File: src/rtl/core/rfd_pkg.sv
// Shared types and constants for the range frame deframer.
`timescale 1ns / 1ps
package rfd_pkg;

    localparam int RFD_LENGTH_LIMIT = 64;

    localparam logic [7:0] START_BYTE = 8'h62;
    localparam logic [7:0] ID_DOWN    = 8'h00;
    localparam logic [7:0] ID_UP      = 8'h01;

    localparam int RANGE_W = 15;

    localparam logic [RANGE_W-1:0] LO_LIMIT_RESET = 15'd10;
    localparam logic [RANGE_W-1:0] HI_LIMIT_RESET = 15'd4000;

    localparam logic CFG_LO_LIMIT = 1'b0;
    localparam logic CFG_HI_LIMIT = 1'b1;

    typedef enum logic [1:0] {
        PH_LEN     = 2'd0,
        PH_PAYLOAD = 2'd1,
        PH_SUM     = 2'd2
    } t_phase;

    typedef struct packed {
        logic               sensor_select;
        logic [RANGE_W-1:0] range_cm;
        logic               range_valid;
    } t_result;

endpackage

File: src/rtl/core/rfd_in_reg.sv
// Input byte register of the range frame deframer.
`timescale 1ns / 1ps
module rfd_in_reg
    import rfd_pkg::*;
(
    input  logic       i_clk,
    input  logic       i_rst_n,
    input  logic       i_valid,
    output logic       o_ready,
    input  logic [7:0] i_data,
    input  logic       i_advance,
    output logic       o_valid,
    output logic [7:0] o_data
);

    logic       r_valid;
    logic [7:0] r_data;

    assign o_ready = !r_valid || i_advance;
    assign o_valid = r_valid;
    assign o_data  = r_data;

    always_ff @(posedge i_clk) begin
        if (!i_rst_n) begin
            r_valid <= 1'b0;
        end else if (i_valid && o_ready) begin
            r_valid <= 1'b1;
        end else if (i_advance) begin
            r_valid <= 1'b0;
        end
    end

    always_ff @(posedge i_clk) begin
        if (i_valid && o_ready) begin
            r_data <= i_data;
        end
    end

endmodule

File: src/rtl/core/rfd_parser.sv
// Frame parser state machine, payload store and range check.
`timescale 1ns / 1ps
module rfd_parser
    import rfd_pkg::*;
#(
    parameter int LENGTH_LIMIT = RFD_LENGTH_LIMIT
) (
    input  logic               i_clk,
    input  logic               i_rst_n,
    input  logic               i_cfg_we,
    input  logic               i_cfg_index,
    input  logic [RANGE_W-1:0] i_cfg_wdata,
    input  logic               i_valid,
    input  logic [7:0]         i_byte,
    input  logic               i_can_load,
    output logic               o_advance,
    output logic               o_result_valid,
    output t_result            o_result
);

    localparam int LEN_W = $clog2(LENGTH_LIMIT);
    localparam logic [8:0] LIMIT9 = 9'(LENGTH_LIMIT);

    logic [RANGE_W-1:0] r_lo_limit;
    logic [RANGE_W-1:0] r_hi_limit;

    logic             r_in_frame;
    t_phase           r_phase;
    logic [LEN_W-1:0] r_byte_count;
    logic [LEN_W-1:0] r_payload_len;
    logic [7:0]       r_sum;
    logic [7:0]       r_payload [3];

    logic             n_in_frame;
    t_phase           n_phase;
    logic [LEN_W-1:0] n_byte_count;
    logic [LEN_W-1:0] n_payload_len;
    logic [7:0]       n_sum;

    logic             store_we;
    logic             gen_result;
    logic             take;
    logic [15:0]      raw;
    logic             in_limits;

    // configuration registers
    always_ff @(posedge i_clk) begin
        if (!i_rst_n) begin
            r_lo_limit <= LO_LIMIT_RESET;
            r_hi_limit <= HI_LIMIT_RESET;
        end else if (i_cfg_we) begin
            case (i_cfg_index)
                CFG_LO_LIMIT: r_lo_limit <= i_cfg_wdata;
                CFG_HI_LIMIT: r_hi_limit <= i_cfg_wdata;
                default:      r_lo_limit <= r_lo_limit;
            endcase
        end
    end

    assign gen_result = r_in_frame && (r_phase == PH_SUM) && (r_sum == i_byte)
                     && (r_payload_len == LEN_W'(3))
                     && ((r_payload[0] == ID_DOWN) || (r_payload[0] == ID_UP));

    assign take      = i_valid && (!gen_result || i_can_load);
    assign o_advance = take;

    assign raw       = {r_payload[1], r_payload[2]};
    assign in_limits = !raw[15] && (raw[RANGE_W-1:0] >= r_lo_limit)
                     && (raw[RANGE_W-1:0] < r_hi_limit);

    assign o_result_valid         = take && gen_result;
    assign o_result.sensor_select = r_payload[0][0];
    assign o_result.range_cm      = in_limits ? raw[RANGE_W-1:0] : '0;
    assign o_result.range_valid   = in_limits;

    always_comb begin
        n_in_frame    = r_in_frame;
        n_phase       = r_phase;
        n_byte_count  = r_byte_count;
        n_payload_len = r_payload_len;
        n_sum         = r_sum;
        store_we      = 1'b0;
        if (!r_in_frame) begin
            if (i_byte == START_BYTE) begin
                n_in_frame   = 1'b1;
                n_phase      = PH_LEN;
                n_byte_count = '0;
                n_sum        = i_byte;
            end
        end else begin
            case (r_phase)
                PH_LEN: begin
                    if ({1'b0, i_byte} < LIMIT9) begin
                        n_payload_len = i_byte[LEN_W-1:0];
                        n_sum         = r_sum + i_byte;
                        n_phase       = (i_byte == 8'd0) ? PH_SUM : PH_PAYLOAD;
                    end else begin
                        n_in_frame = 1'b0;
                        n_phase    = PH_LEN;
                    end
                end
                PH_PAYLOAD: begin
                    store_we     = (r_byte_count < LEN_W'(3));
                    n_byte_count = r_byte_count + LEN_W'(1);
                    n_sum        = r_sum + i_byte;
                    if (n_byte_count >= r_payload_len) begin
                        n_phase = PH_SUM;
                    end
                end
                PH_SUM: begin
                    n_in_frame = 1'b0;
                    n_phase    = PH_LEN;
                end
                default: begin
                    n_in_frame = 1'b0;
                    n_phase    = PH_LEN;
                end
            endcase
        end
    end

    always_ff @(posedge i_clk) begin
        if (!i_rst_n) begin
            r_in_frame    <= 1'b0;
            r_phase       <= PH_LEN;
            r_byte_count  <= '0;
            r_payload_len <= '0;
            r_sum         <= '0;
        end else if (take) begin
            r_in_frame    <= n_in_frame;
            r_phase       <= n_phase;
            r_byte_count  <= n_byte_count;
            r_payload_len <= n_payload_len;
            r_sum         <= n_sum;
        end
    end

    always_ff @(posedge i_clk) begin
        if (take && store_we) begin
            r_payload[r_byte_count[1:0]] <= i_byte;
        end
    end

endmodule

File: src/rtl/core/rfd_out_reg.sv
// Result register of the range frame deframer.
`timescale 1ns / 1ps
module rfd_out_reg
    import rfd_pkg::*;
(
    input  logic    i_clk,
    input  logic    i_rst_n,
    input  logic    i_load,
    input  t_result i_result,
    output logic    o_can_load,
    output logic    o_valid,
    input  logic    i_ready,
    output t_result o_result
);

    logic    r_valid;
    t_result r_result;

    assign o_can_load = !r_valid || i_ready;
    assign o_valid    = r_valid;
    assign o_result   = r_result;

    always_ff @(posedge i_clk) begin
        if (!i_rst_n) begin
            r_valid <= 1'b0;
        end else if (i_load) begin
            r_valid <= 1'b1;
        end else if (i_ready) begin
            r_valid <= 1'b0;
        end
    end

    always_ff @(posedge i_clk) begin
        if (i_load) begin
            r_result <= i_result;
        end
    end

endmodule

File: src/rtl/core/range_frame_deframer_top.sv
// Top level of the range frame deframer.
// A result is registered at the output when the parser takes its checksum byte.
// Throughput: one byte per cycle; the input register stalls only while a
// finished result waits in the output register and the next byte completes a frame.
// Reset: synchronous active low; clears frame state and limits to 10 and 4000 cm.
`timescale 1ns / 1ps
module range_frame_deframer_top
    import rfd_pkg::*;
#(
    parameter int LENGTH_LIMIT = RFD_LENGTH_LIMIT
) (
    input  logic               i_clk,
    input  logic               i_rst_n,
    input  logic               i_cfg_we,
    input  logic               i_cfg_index,
    input  logic [RANGE_W-1:0] i_cfg_wdata,
    input  logic               s_axis_tvalid,
    output logic               s_axis_tready,
    input  logic [7:0]         s_axis_tdata,   // [7:0] rx_byte
    output logic               m_axis_tvalid,
    input  logic               m_axis_tready,
    output logic [15:0]        m_axis_tdata,   // [14:0] range_cm, [15] range_valid
    output logic               m_axis_tuser    // [0] sensor_select
);

    logic       in_valid;
    logic [7:0] in_byte;
    logic       advance;
    logic       can_load;
    logic       res_valid;
    t_result    res;
    t_result    out_res;

    rfd_in_reg u_in (
        .i_clk     (i_clk),
        .i_rst_n   (i_rst_n),
        .i_valid   (s_axis_tvalid),
        .o_ready   (s_axis_tready),
        .i_data    (s_axis_tdata),
        .i_advance (advance),
        .o_valid   (in_valid),
        .o_data    (in_byte)
    );

    rfd_parser #(
        .LENGTH_LIMIT (LENGTH_LIMIT)
    ) u_parser (
        .i_clk          (i_clk),
        .i_rst_n        (i_rst_n),
        .i_cfg_we       (i_cfg_we),
        .i_cfg_index    (i_cfg_index),
        .i_cfg_wdata    (i_cfg_wdata),
        .i_valid        (in_valid),
        .i_byte         (in_byte),
        .i_can_load     (can_load),
        .o_advance      (advance),
        .o_result_valid (res_valid),
        .o_result       (res)
    );

    rfd_out_reg u_out (
        .i_clk      (i_clk),
        .i_rst_n    (i_rst_n),
        .i_load     (res_valid),
        .i_result   (res),
        .o_can_load (can_load),
        .o_valid    (m_axis_tvalid),
        .i_ready    (m_axis_tready),
        .o_result   (out_res)
    );

    assign m_axis_tdata = {out_res.range_valid, out_res.range_cm};
    assign m_axis_tuser = out_res.sensor_select;

endmodule

File: config.mk
export PLATFORM = sky130hd
export DESIGN_NAME = range_frame_deframer_top
export DESIGN_NICKNAME = d
export VERILOG_FILES = /design/src/rtl/core/rfd_pkg.sv /design/src/rtl/core/rfd_in_reg.sv /design/src/rtl/core/rfd_parser.sv /design/src/rtl/core/rfd_out_reg.sv /design/src/rtl/core/range_frame_deframer_top.sv
export SDC_FILE = /design/constraint.sdc
export NUM_CORES = 1
export LEC_CHECK = 0
export BUFFER_PORTS_ARGS = -buffer_cell sky130_fd_sc_hd__buf_2
export CORE_MARGIN = 3
export CORE_UTILIZATION = 40
export CTS_CLUSTER_SIZE = 30
export DETAILED_ROUTE_END_ITERATION = 6
export GPL_TIMING_DRIVEN = 0
export SYNTH_ARGS = -nofsm -noshare
export SYNTH_HDL_FRONTEND = slang
export SYNTH_HIERARCHICAL = 1
export SYNTH_SLANG_ARGS = --single-unit
File: constraint.sdc
create_clock -name i_clk -period 4.5 [get_ports i_clk]
set_input_delay 0.45 -clock i_clk [delete_from_list [all_inputs] [get_ports i_clk]]
set_output_delay 0.45 -clock i_clk [all_outputs]
set_load 0.1 [all_outputs]
==> results of run 1 <==
## per-layer routing
metal | global-route usage | vias up | part of all wire
li1 | - | 1889 | -
met1 | 0.2250 | 1810 | 0.46
met2 | 0.2922 | 86 | 0.48
met3 | 0.04006 | 18 | 0.044
met4 | 0.05583 | 0 | 0.015
met5 | 0 | - | 0
## kinds of logic after synthesis
group / after synthesis / share of synthesized area
simple gates: 166 / 0.1737
mux: 10 / 0.01925
buf+inv: 66 / 0.05172
xor+xnor: 9 / 0.01516
compound gates: 93 / 0.1311
fa+ha+maj: 47 / 0.1145
flops: 104 / 0.4946
## final timing paths
| path | from | endpoint | slack (ns) | cells after the start |
|---|---|---|---|---|
| worst min-delay path | s_axis_tdata[2] | u_in/o_data[2] | 0.26 | 1 |
| worst min register to register | u_parser/r_hi_limit[13] | u_parser/r_hi_limit[13] | 0.47 | 2 |
| worst max register to register | u_in/o_data[3] | u_out/o_result[7] | 1.39 | 8 |
| worst max-delay path | u_in/o_data[3] | s_axis_tready | 0.94 | 7 |
## sequential cells by signal, summed over array words and instances (netlist names)
register	count
u_in/o_data	8
u_in/o_valid	1
u_parser/r_lo_limit	15
u_parser/r_byte_count	6
u_parser/r_hi_limit	15
u_parser/r_sum	8
u_parser/r_in_frame	1
u_parser/r_payload_len	6
u_out/o_valid	1
u_parser/r_payload	24
u_parser/r_phase	2
u_out/o_result	17
## through the flow
step | setup TNS, ns | total power, uW | util | hold WS (ns)
2_1_floorplan | 0 | 1121 | - | 0.4435
3_3_place_gp | -9.103 | 1167 | 0.4460 | 0.4543
3_5_place_dp | 0 | 1171 | 0.4477 | 0.4592
4_1_cts | 0 | 2005 | 0.4728 | 0.2547
5_1_grt | 0 | 2069 | 0.4728 | 0.2477
6_report | 0 | 1986 | 0.4728 | 0.2633
## report_power, final
| group | internal [uW] | switching [uW] | total, uW |
|---|---|---|---|
| Clock | 449 | 388 | 837 |
| Combinational | 49.9 | 72.9 | 123 |
| Sequential | 1010 | 20.0 | 1030 |
| Total | 1500 | 481 | 1990 |
## cell type report
| type | instances | area (sq um) | share of cell area |
|---|---|---|---|
| clock inverter | 7 | 92.59 | 0.01546 |
| clock buffer | 9 | 225.2 | 0.03759 |
| multi-input combinational | 325 | 2366 | 0.3949 |
| buffer | 18 | 88.84 | 0.01483 |
| sequential | 104 | 2572 | 0.4294 |
| inverter | 48 | 180.2 | 0.03008 |
| timing repair buffer | 49 | 250.2 | 0.04177 |
| tap | 172 | 215.2 | 0.03592 |
## cells in the mapped netlist, types with 2 or more instances
| cell type | instances | area share |
|---|---|---|
| o211a_1 | 5 | 0.0096 |
| o21ai_0 | 8 | 0.0077 |
| mux2i_1 | 10 | 0.019 |
| and4_1 | 2 | 0.0034 |
| buf_2 | 2 | 0.0019 |
| nor3_1 | 6 | 0.0058 |
| nand2b_1 | 4 | 0.0048 |
| nand2b_4 | 2 | 0.0053 |
| dfxtp_1 | 55 | 0.21 |
| nand4_1 | 8 | 0.0096 |
| a21boi_1 | 4 | 0.0058 |
| buf_4 | 3 | 0.0043 |
| inv_1 | 48 | 0.035 |
| o21bai_1 | 2 | 0.0029 |
| a21oi_2 | 3 | 0.0051 |
| nor4_1 | 5 | 0.0060 |
| nand2_1 | 66 | 0.048 |
| a21boi_2 | 2 | 0.0043 |
| clkbuf_1 | 11 | 0.0079 |
| xor2_1 | 6 | 0.010 |
| xnor2_1 | 3 | 0.0051 |
| a21o_1 | 8 | 0.012 |
| nor2_1 | 15 | 0.011 |
| nand3_1 | 11 | 0.011 |
| and2_1 | 3 | 0.0036 |
| nor2b_1 | 17 | 0.020 |
| nor3b_1 | 14 | 0.020 |
| ha_1 | 46 | 0.11 |
| o21ai_1 | 3 | 0.0029 |
| edfxtp_1 | 49 | 0.28 |
| nor4_2 | 2 | 0.0048 |
| and3_1 | 3 | 0.0036 |
| a211oi_1 | 3 | 0.0043 |
| a31oi_1 | 3 | 0.0036 |
| a221oi_1 | 2 | 0.0034 |
| a21oi_1 | 10 | 0.0096 |
| o211ai_1 | 11 | 0.016 |
| a21boi_0 | 22 | 0.032 |
## worst max-delay path, delay by kind of cell (launching register included)
kind            cells  cell delay [ns]
simple gates        3             0.76
compound gates      1             0.50
buf+inv             2             0.46
flops               1             0.56
fa+ha+maj           1             0.47
==> impl_metrics.xml, run 1 <==
<?xml version="1.0" encoding="UTF-8"?>
<metrics>
  <group name="global_route">
    <metric name="number_of_antenna_violations_at_the_first_check_in_global_routing" unit="">0</metric>
    <metric name="grt_max_degree" unit="">21</metric>
    <metric name="grt_pass1_wl" unit="um">19590</metric>
    <metric name="sum_of_overflow_across_all_layers_after_global_routing" unit="">0</metric>
    <metric name="first_global_vias" unit="">3805</metric>
    <metric name="groute.usage.overall" unit="">0.1750</metric>
  </group>
  <group name="routing">
    <metric name="wl_per_cell" unit="um">16.36</metric>
    <metric name="routed_via_density" unit="">5.195</metric>
    <metric name="drt-pass1-iter-count" unit="">5</metric>
    <metric name="drc" unit="">0</metric>
    <metric name="detail_route.wirelength" unit="um">11980</metric>
    <metric name="drt_first_iter_violations" unit="">218</metric>
    <metric name="detail_route_antenna_nets" unit="">0</metric>
    <metric name="routed-via-count" unit="">3803</metric>
  </group>
  <group name="cts">
    <metric name="clkLatencyLatePin" unit="ns">0.36</metric>
    <metric name="post_cts.resized_instances" unit="">0</metric>
    <metric name="cts.htree.levels" unit="">3</metric>
    <metric name="ctsLongestPathBuffers" unit="">2</metric>
    <metric name="cts_inserted_buffers" unit="">9</metric>
    <metric name="cts_hold_buffers" unit="">0</metric>
    <metric name="postCtsSetupRepairBufs" unit="">0</metric>
    <metric name="cts.reportedPaths.clkPinSlew" unit="ns">0.07</metric>
    <metric name="clock_tree_from_tritoncts" unit="">done</metric>
    <metric name="cts.sinks" unit="">104</metric>
    <metric name="cts-root-buf" unit="">clkbuf_16</metric>
  </group>
  <group name="final_layout">
    <metric name="layout.nets" unit="">631</metric>
    <metric name="filler_cell_count" unit="">1217</metric>
    <metric name="area_growth_syn_to_layout" unit="%">15.18</metric>
    <metric name="finish.instance_area" unit="sq mm">0.005991</metric>
    <metric name="insertedDiodeCount" unit="">0</metric>
    <metric name="drive_gt1_frac" unit="">0.1536</metric>
    <metric name="commonest_cells_after_routing_fill_and_taps_aside" unit="">66 x nand2_1, 55 x dfxtp_1, 49 x buf_2, 49 x edfxtp_1, 48 x inv_1</metric>
    <metric name="final_cells" unit="">732</metric>
    <metric name="most_frequent_standard_cell_in_the_layout_excluding_fill_and_tap_cells" unit="">nand2_1</metric>
  </group>
  <group name="pwr">
    <metric name="static-leakage-power" unit="uW">0.002380</metric>
    <metric name="max-vdd-ir-drop" unit="mV">0.2864</metric>
    <metric name="pwr_density_cell" unit="mW/mm^2">331.4</metric>
  </group>
  <group name="worst_setup_path">
    <metric name="critical-path-slowest-cell" unit="">edfxtp_1</metric>
    <metric name="critical-path-max-stage-delay" unit="ns">0.56</metric>
    <metric name="critical_path.endpoint_type" unit="">output pin</metric>
    <metric name="cp.arrival" unit="ns">3.11</metric>
    <metric name="timing.critical_path.cells" unit="">ha_1 &gt; nor4_2 &gt; nand4_1 &gt; o41a_1 &gt; buf_6 &gt; nand2b_4 &gt; buf_2</metric>
    <metric name="worst-setup-path-type" unit="">flop to output pin</metric>
    <metric name="startpoint_kind_of_the_worst_setup_timing_path" unit="">flop</metric>
    <metric name="cp_max_fo" unit="">10</metric>
    <metric name="worst_ep_required_time" unit="ns">4.05</metric>
  </group>
  <group name="logic_synthesis">
    <metric name="synth_seq_cells" unit="">104</metric>
    <metric name="synth-async-reset-ratio" unit="">0</metric>
    <metric name="number_of_enable_type_register_cells_in_the_synthesized_netlist" unit="">49</metric>
    <metric name="post_synth_inst_count" unit="">495</metric>
    <metric name="mappedNetlistArea" unit="sq mm">0.005201</metric>
    <metric name="netlist-cell-type-count" unit="">56</metric>
    <metric name="dominantRegCellSynth" unit="">dfxtp_1</metric>
    <metric name="yosysWarnings" unit="">6</metric>
    <metric name="syn-num-nets" unit="">571</metric>
    <metric name="syn_area_per_cell" unit="sq um">10.51</metric>
    <metric name="synth.yosys.seq_area_share" unit="">0.4946</metric>
  </group>
  <group name="outcome">
    <metric name="run_status" unit="">completed</metric>
  </group>
  <group name="timing">
    <metric name="period_share" unit="">0.7902</metric>
    <metric name="slew_viol_final" unit="">0</metric>
    <metric name="final.min_clock_period" unit="ns">3.556</metric>
    <metric name="setup_skew_after_layout" unit="ns">0.007539</metric>
    <metric name="final_worst_setup_slack" unit="ns">0.9441</metric>
    <metric name="timing.slew.headroom" unit="">0.5272</metric>
    <metric name="rsz0062_at_grt" unit="">false</metric>
    <metric name="final-setup-viol-count" unit="">0</metric>
    <metric name="fmax" unit="GHz">0.2812</metric>
    <metric name="report.final.hold_viol_count" unit="">0</metric>
    <metric name="timing_worst_slew_pin_value" unit="ns">0.7065</metric>
  </group>
  <group name="job">
    <metric name="max_cap_violations" unit="">0</metric>
  </group>
  <group name="floorplanning">
    <metric name="starting_density" unit="">0.4105</metric>
    <metric name="die_width" unit="um">120.0</metric>
    <metric name="die_height" unit="um">120.0</metric>
    <metric name="design.die.area" unit="sq mm">0.01441</metric>
    <metric name="io_pins" unit="">48</metric>
    <metric name="rows" unit="">41</metric>
    <metric name="coreArea" unit="sq mm">0.01267</metric>
  </group>
  <group name="hold_path">
    <metric name="min-delay-path-class" unit="">primary input to flop</metric>
  </group>
  <group name="place">
    <metric name="dp_slack" unit="ns">1.336</metric>
    <metric name="gp_routability_congestion" unit="">0.8452</metric>
    <metric name="hpwlAfterDp" unit="um">8970</metric>
    <metric name="dp_cells" unit="">716</metric>
    <metric name="post_dp_cell_area" unit="sq mm">0.005673</metric>
    <metric name="port-buffer-count" unit="">47</metric>
  </group>
</metrics>
No activity file was read; power rests on OpenSTA's default activity.
==> run 2: changes to the inputs <==
Clock period 4.5 ns to 3.25 ns, I/O delays scaled along.
==> run 2 against run 1 <==
First-iteration DRC count increased by 23%. Combinational power up 50%. Clock power is 21% higher. Sequential power grew 38%. Final area up 0.33%. Utilization rose by 0.16 points. Die area is the same. Largest cell class unchanged.
==> impl_metrics.xml, run 2 (synthesized netlist as in run 1, its figures left out) <==
<?xml version="1.0" encoding="UTF-8"?>
<metrics>
  <group name="routing">
    <metric name="drt_first_iter_violations" unit="">268</metric>
    <metric name="routed_via_density" unit="">5.095</metric>
    <metric name="detail_route.wirelength" unit="um">11820</metric>
    <metric name="drt-pass1-iter-count" unit="">4</metric>
    <metric name="wl_per_cell" unit="um">16.04</metric>
    <metric name="detail_route_antenna_nets" unit="">0</metric>
    <metric name="routed-via-count" unit="">3755</metric>
    <metric name="drc" unit="">0</metric>
  </group>
  <group name="place">
    <metric name="post_dp_cell_area" unit="sq mm">0.005682</metric>
    <metric name="port-buffer-count" unit="">47</metric>
    <metric name="gp_routability_congestion" unit="">0.8503</metric>
    <metric name="hpwlAfterDp" unit="um">8793</metric>
  </group>
  <group name="worst_setup_path">
    <metric name="worst_ep_required_time" unit="ns">2.92</metric>
    <metric name="critical_path.endpoint_type" unit="">output pin</metric>
    <metric name="worst-setup-path-type" unit="">flop to output pin</metric>
    <metric name="cp_num_buf_inv" unit="">2</metric>
    <metric name="cp_max_fo" unit="">10</metric>
    <metric name="startpoint_kind_of_the_worst_setup_timing_path" unit="">flop</metric>
    <metric name="critical-path-slowest-cell" unit="">o41a_1</metric>
    <metric name="critical-path-max-stage-delay" unit="ns">0.51</metric>
    <metric name="cp.depth" unit="">7</metric>
    <metric name="timing.critical_path.cells" unit="">ha_1 &gt; nor4_1 &gt; nand4_1 &gt; o41a_1 &gt; buf_6 &gt; nand2b_4 &gt; clkbuf_4</metric>
    <metric name="cp_top_delay_family" unit="">simple AND/OR/NAND/NOR gates</metric>
    <metric name="worstRegToRegCells" unit="">8</metric>
    <metric name="cp.arrival" unit="ns">2.81</metric>
  </group>
  <group name="final_layout">
    <metric name="insertedDiodeCount" unit="">0</metric>
    <metric name="multi_input_comb_area" unit="sq mm">0.002384</metric>
    <metric name="register_area" unit="sq mm">0.002572</metric>
    <metric name="most_frequent_standard_cell_in_the_layout_excluding_fill_and_tap_cells" unit="">nand2_1</metric>
    <metric name="filler_cell_count" unit="">1186</metric>
    <metric name="commonest_cells_after_routing_fill_and_taps_aside" unit="">66 x nand2_1, 55 x dfxtp_1, 49 x edfxtp_1, 48 x buf_2, 48 x inv_1</metric>
    <metric name="largest_register_ff_count" unit="">24</metric>
    <metric name="area_growth_syn_to_layout" unit="%">15.56</metric>
    <metric name="layout.nets" unit="">636</metric>
    <metric name="drive_gt1_frac" unit="">0.1628</metric>
    <metric name="finish.instance_area" unit="sq mm">0.006011</metric>
  </group>
  <group name="outcome">
    <metric name="run_status" unit="">completed</metric>
  </group>
  <group name="floorplanning">
    <metric name="io_pins" unit="">48</metric>
    <metric name="design.die.area" unit="sq mm">0.01441</metric>
    <metric name="coreArea" unit="sq mm">0.01267</metric>
    <metric name="die_width" unit="um">120.0</metric>
    <metric name="rows" unit="">41</metric>
    <metric name="starting_density" unit="">0.4105</metric>
    <metric name="die_height" unit="um">120.0</metric>
  </group>
  <group name="cts">
    <metric name="clock_tree_from_tritoncts" unit="">done</metric>
    <metric name="cts_inserted_buffers" unit="">9</metric>
    <metric name="clkLatencyLatePin" unit="ns">0.36</metric>
    <metric name="cts_hold_buffers" unit="">0</metric>
    <metric name="cts.sinks" unit="">104</metric>
    <metric name="cts-root-buf" unit="">clkbuf_16</metric>
    <metric name="ctsLongestPathBuffers" unit="">2</metric>
    <metric name="cts.htree.levels" unit="">3</metric>
    <metric name="cts.reportedPaths.clkPinSlew" unit="ns">0.07</metric>
  </group>
  <group name="timing">
    <metric name="setup_skew_after_layout" unit="ns">0.009723</metric>
    <metric name="fmax" unit="GHz">0.3191</metric>
    <metric name="report.final.hold_viol_count" unit="">0</metric>
    <metric name="final-setup-viol-count" unit="">0</metric>
    <metric name="rsz0062_at_grt" unit="">false</metric>
    <metric name="slew_viol_final" unit="">0</metric>
    <metric name="final.min_clock_period" unit="ns">3.134</metric>
    <metric name="timing.slew.headroom" unit="">0.5356</metric>
    <metric name="setup_tns" unit="ns">0</metric>
    <metric name="period_share" unit="">0.9643</metric>
    <metric name="timing_worst_slew_pin_value" unit="ns">0.6941</metric>
  </group>
  <group name="global_route">
    <metric name="grt_max_degree" unit="">19</metric>
    <metric name="first_global_vias" unit="">3793</metric>
    <metric name="grt_util_met3" unit="">0.04006</metric>
    <metric name="grt_pass1_wl" unit="um">19300</metric>
    <metric name="sum_of_overflow_across_all_layers_after_global_routing" unit="">0</metric>
    <metric name="groute.usage.overall" unit="">0.1748</metric>
    <metric name="global_route.peak_usage_layer" unit="">met2</metric>
    <metric name="gr-usage-met1" unit="">0.2245</metric>
    <metric name="number_of_antenna_violations_at_the_first_check_in_global_routing" unit="">0</metric>
    <metric name="groute.layer.met2.usage" unit="">0.2880</metric>
  </group>
  <group name="pwr">
    <metric name="static-leakage-power" unit="uW">0.002396</metric>
    <metric name="max-vdd-ir-drop" unit="mV">0.2751</metric>
    <metric name="pwr_density_cell" unit="mW/mm^2">434.4</metric>
  </group>
  <group name="hold_path">
    <metric name="holdPathStages" unit="">1</metric>
    <metric name="min-delay-path-class" unit="">primary input to flop</metric>
  </group>
  <group name="job">
    <metric name="max_cap_violations" unit="">0</metric>
  </group>
</metrics>
## run 2: path summary, 6_finish.rpt
| kind | start | slack, ns | end |
|---|---|---|---|
| worst max-delay path | u_in/o_data[5] | 0.12 | s_axis_tready |
| worst min-delay path | s_axis_tdata[3] | 0.14 | u_in/o_data[3] |
| worst max register to register | u_parser/r_payload[2][5] | 0.58 | u_out/o_result[0] |
| worst min register to register | u_parser/r_lo_limit[6] | 0.47 | u_parser/r_lo_limit[6] |
## run 2: worst reg2reg max path, delay by kind of cell, from the launching register on
kind | cells | cell delay (ns)
AND/OR/NAND/NOR | 2 | 0.57
adder cells (fa/ha/maj) | 1 | 0.33
buffers and inverters | 2 | 0.48
AO/OA/AOI/OAI | 3 | 0.60
flip-flops | 1 | 0.45
## run 2: final cells by class
| class | instances | share of cell area |
|---|---|---|
| sequential | 104 | 0.4280 |
| multi-input combinational | 325 | 0.3965 |
| timing repair buffer | 54 | 0.04954 |
| clock buffer | 10 | 0.03809 |
| tap | 172 | 0.03580 |
| inverter | 48 | 0.02998 |
| buffer | 18 | 0.01478 |
| clock inverter | 6 | 0.007286 |
## run 2: where the power goes
part | internal [uW] | leakage [uW] | switching (uW)
registers | 1390 | 0.000886 | 21.2
clock network | 525 | 0.000138 | 487
logic | 75.2 | 0.00137 | 109
total | 1990 | 0.00240 | 617
## run 2: stage by stage
step	setup WS [ns]	util	hold WS, ns	power, uW	instances
after global placement	-0.4547	0.4465	0.4546	1616	714
final	0.1159	0.4744	0.1413	2611	737
after CTS	0.02402	0.4722	0.1282	2638	734
after detailed placement	0.2329	0.4484	0.4628	1622	715
after global routing	0.004699	0.4744	0.1302	2723	737
after floorplan	0.4204	-	0.4239	1552	495
## run 2: timing repair
item	in CTS	in global routing
setup buffers	3	3
gates cloned	0	0
endpoints found under the hold margin	0	0
setup endpoints to repair	1	1
pin swaps	0	0
resized for setup	1	2
## run 2: routing by layer
layer / vias to the layer above / share of wire
met5: - / 0
met4: 0 / 0.0080
met3: 5 / 0.045
met2: 77 / 0.49
met1: 1782 / 0.46
li1: 1891 / -
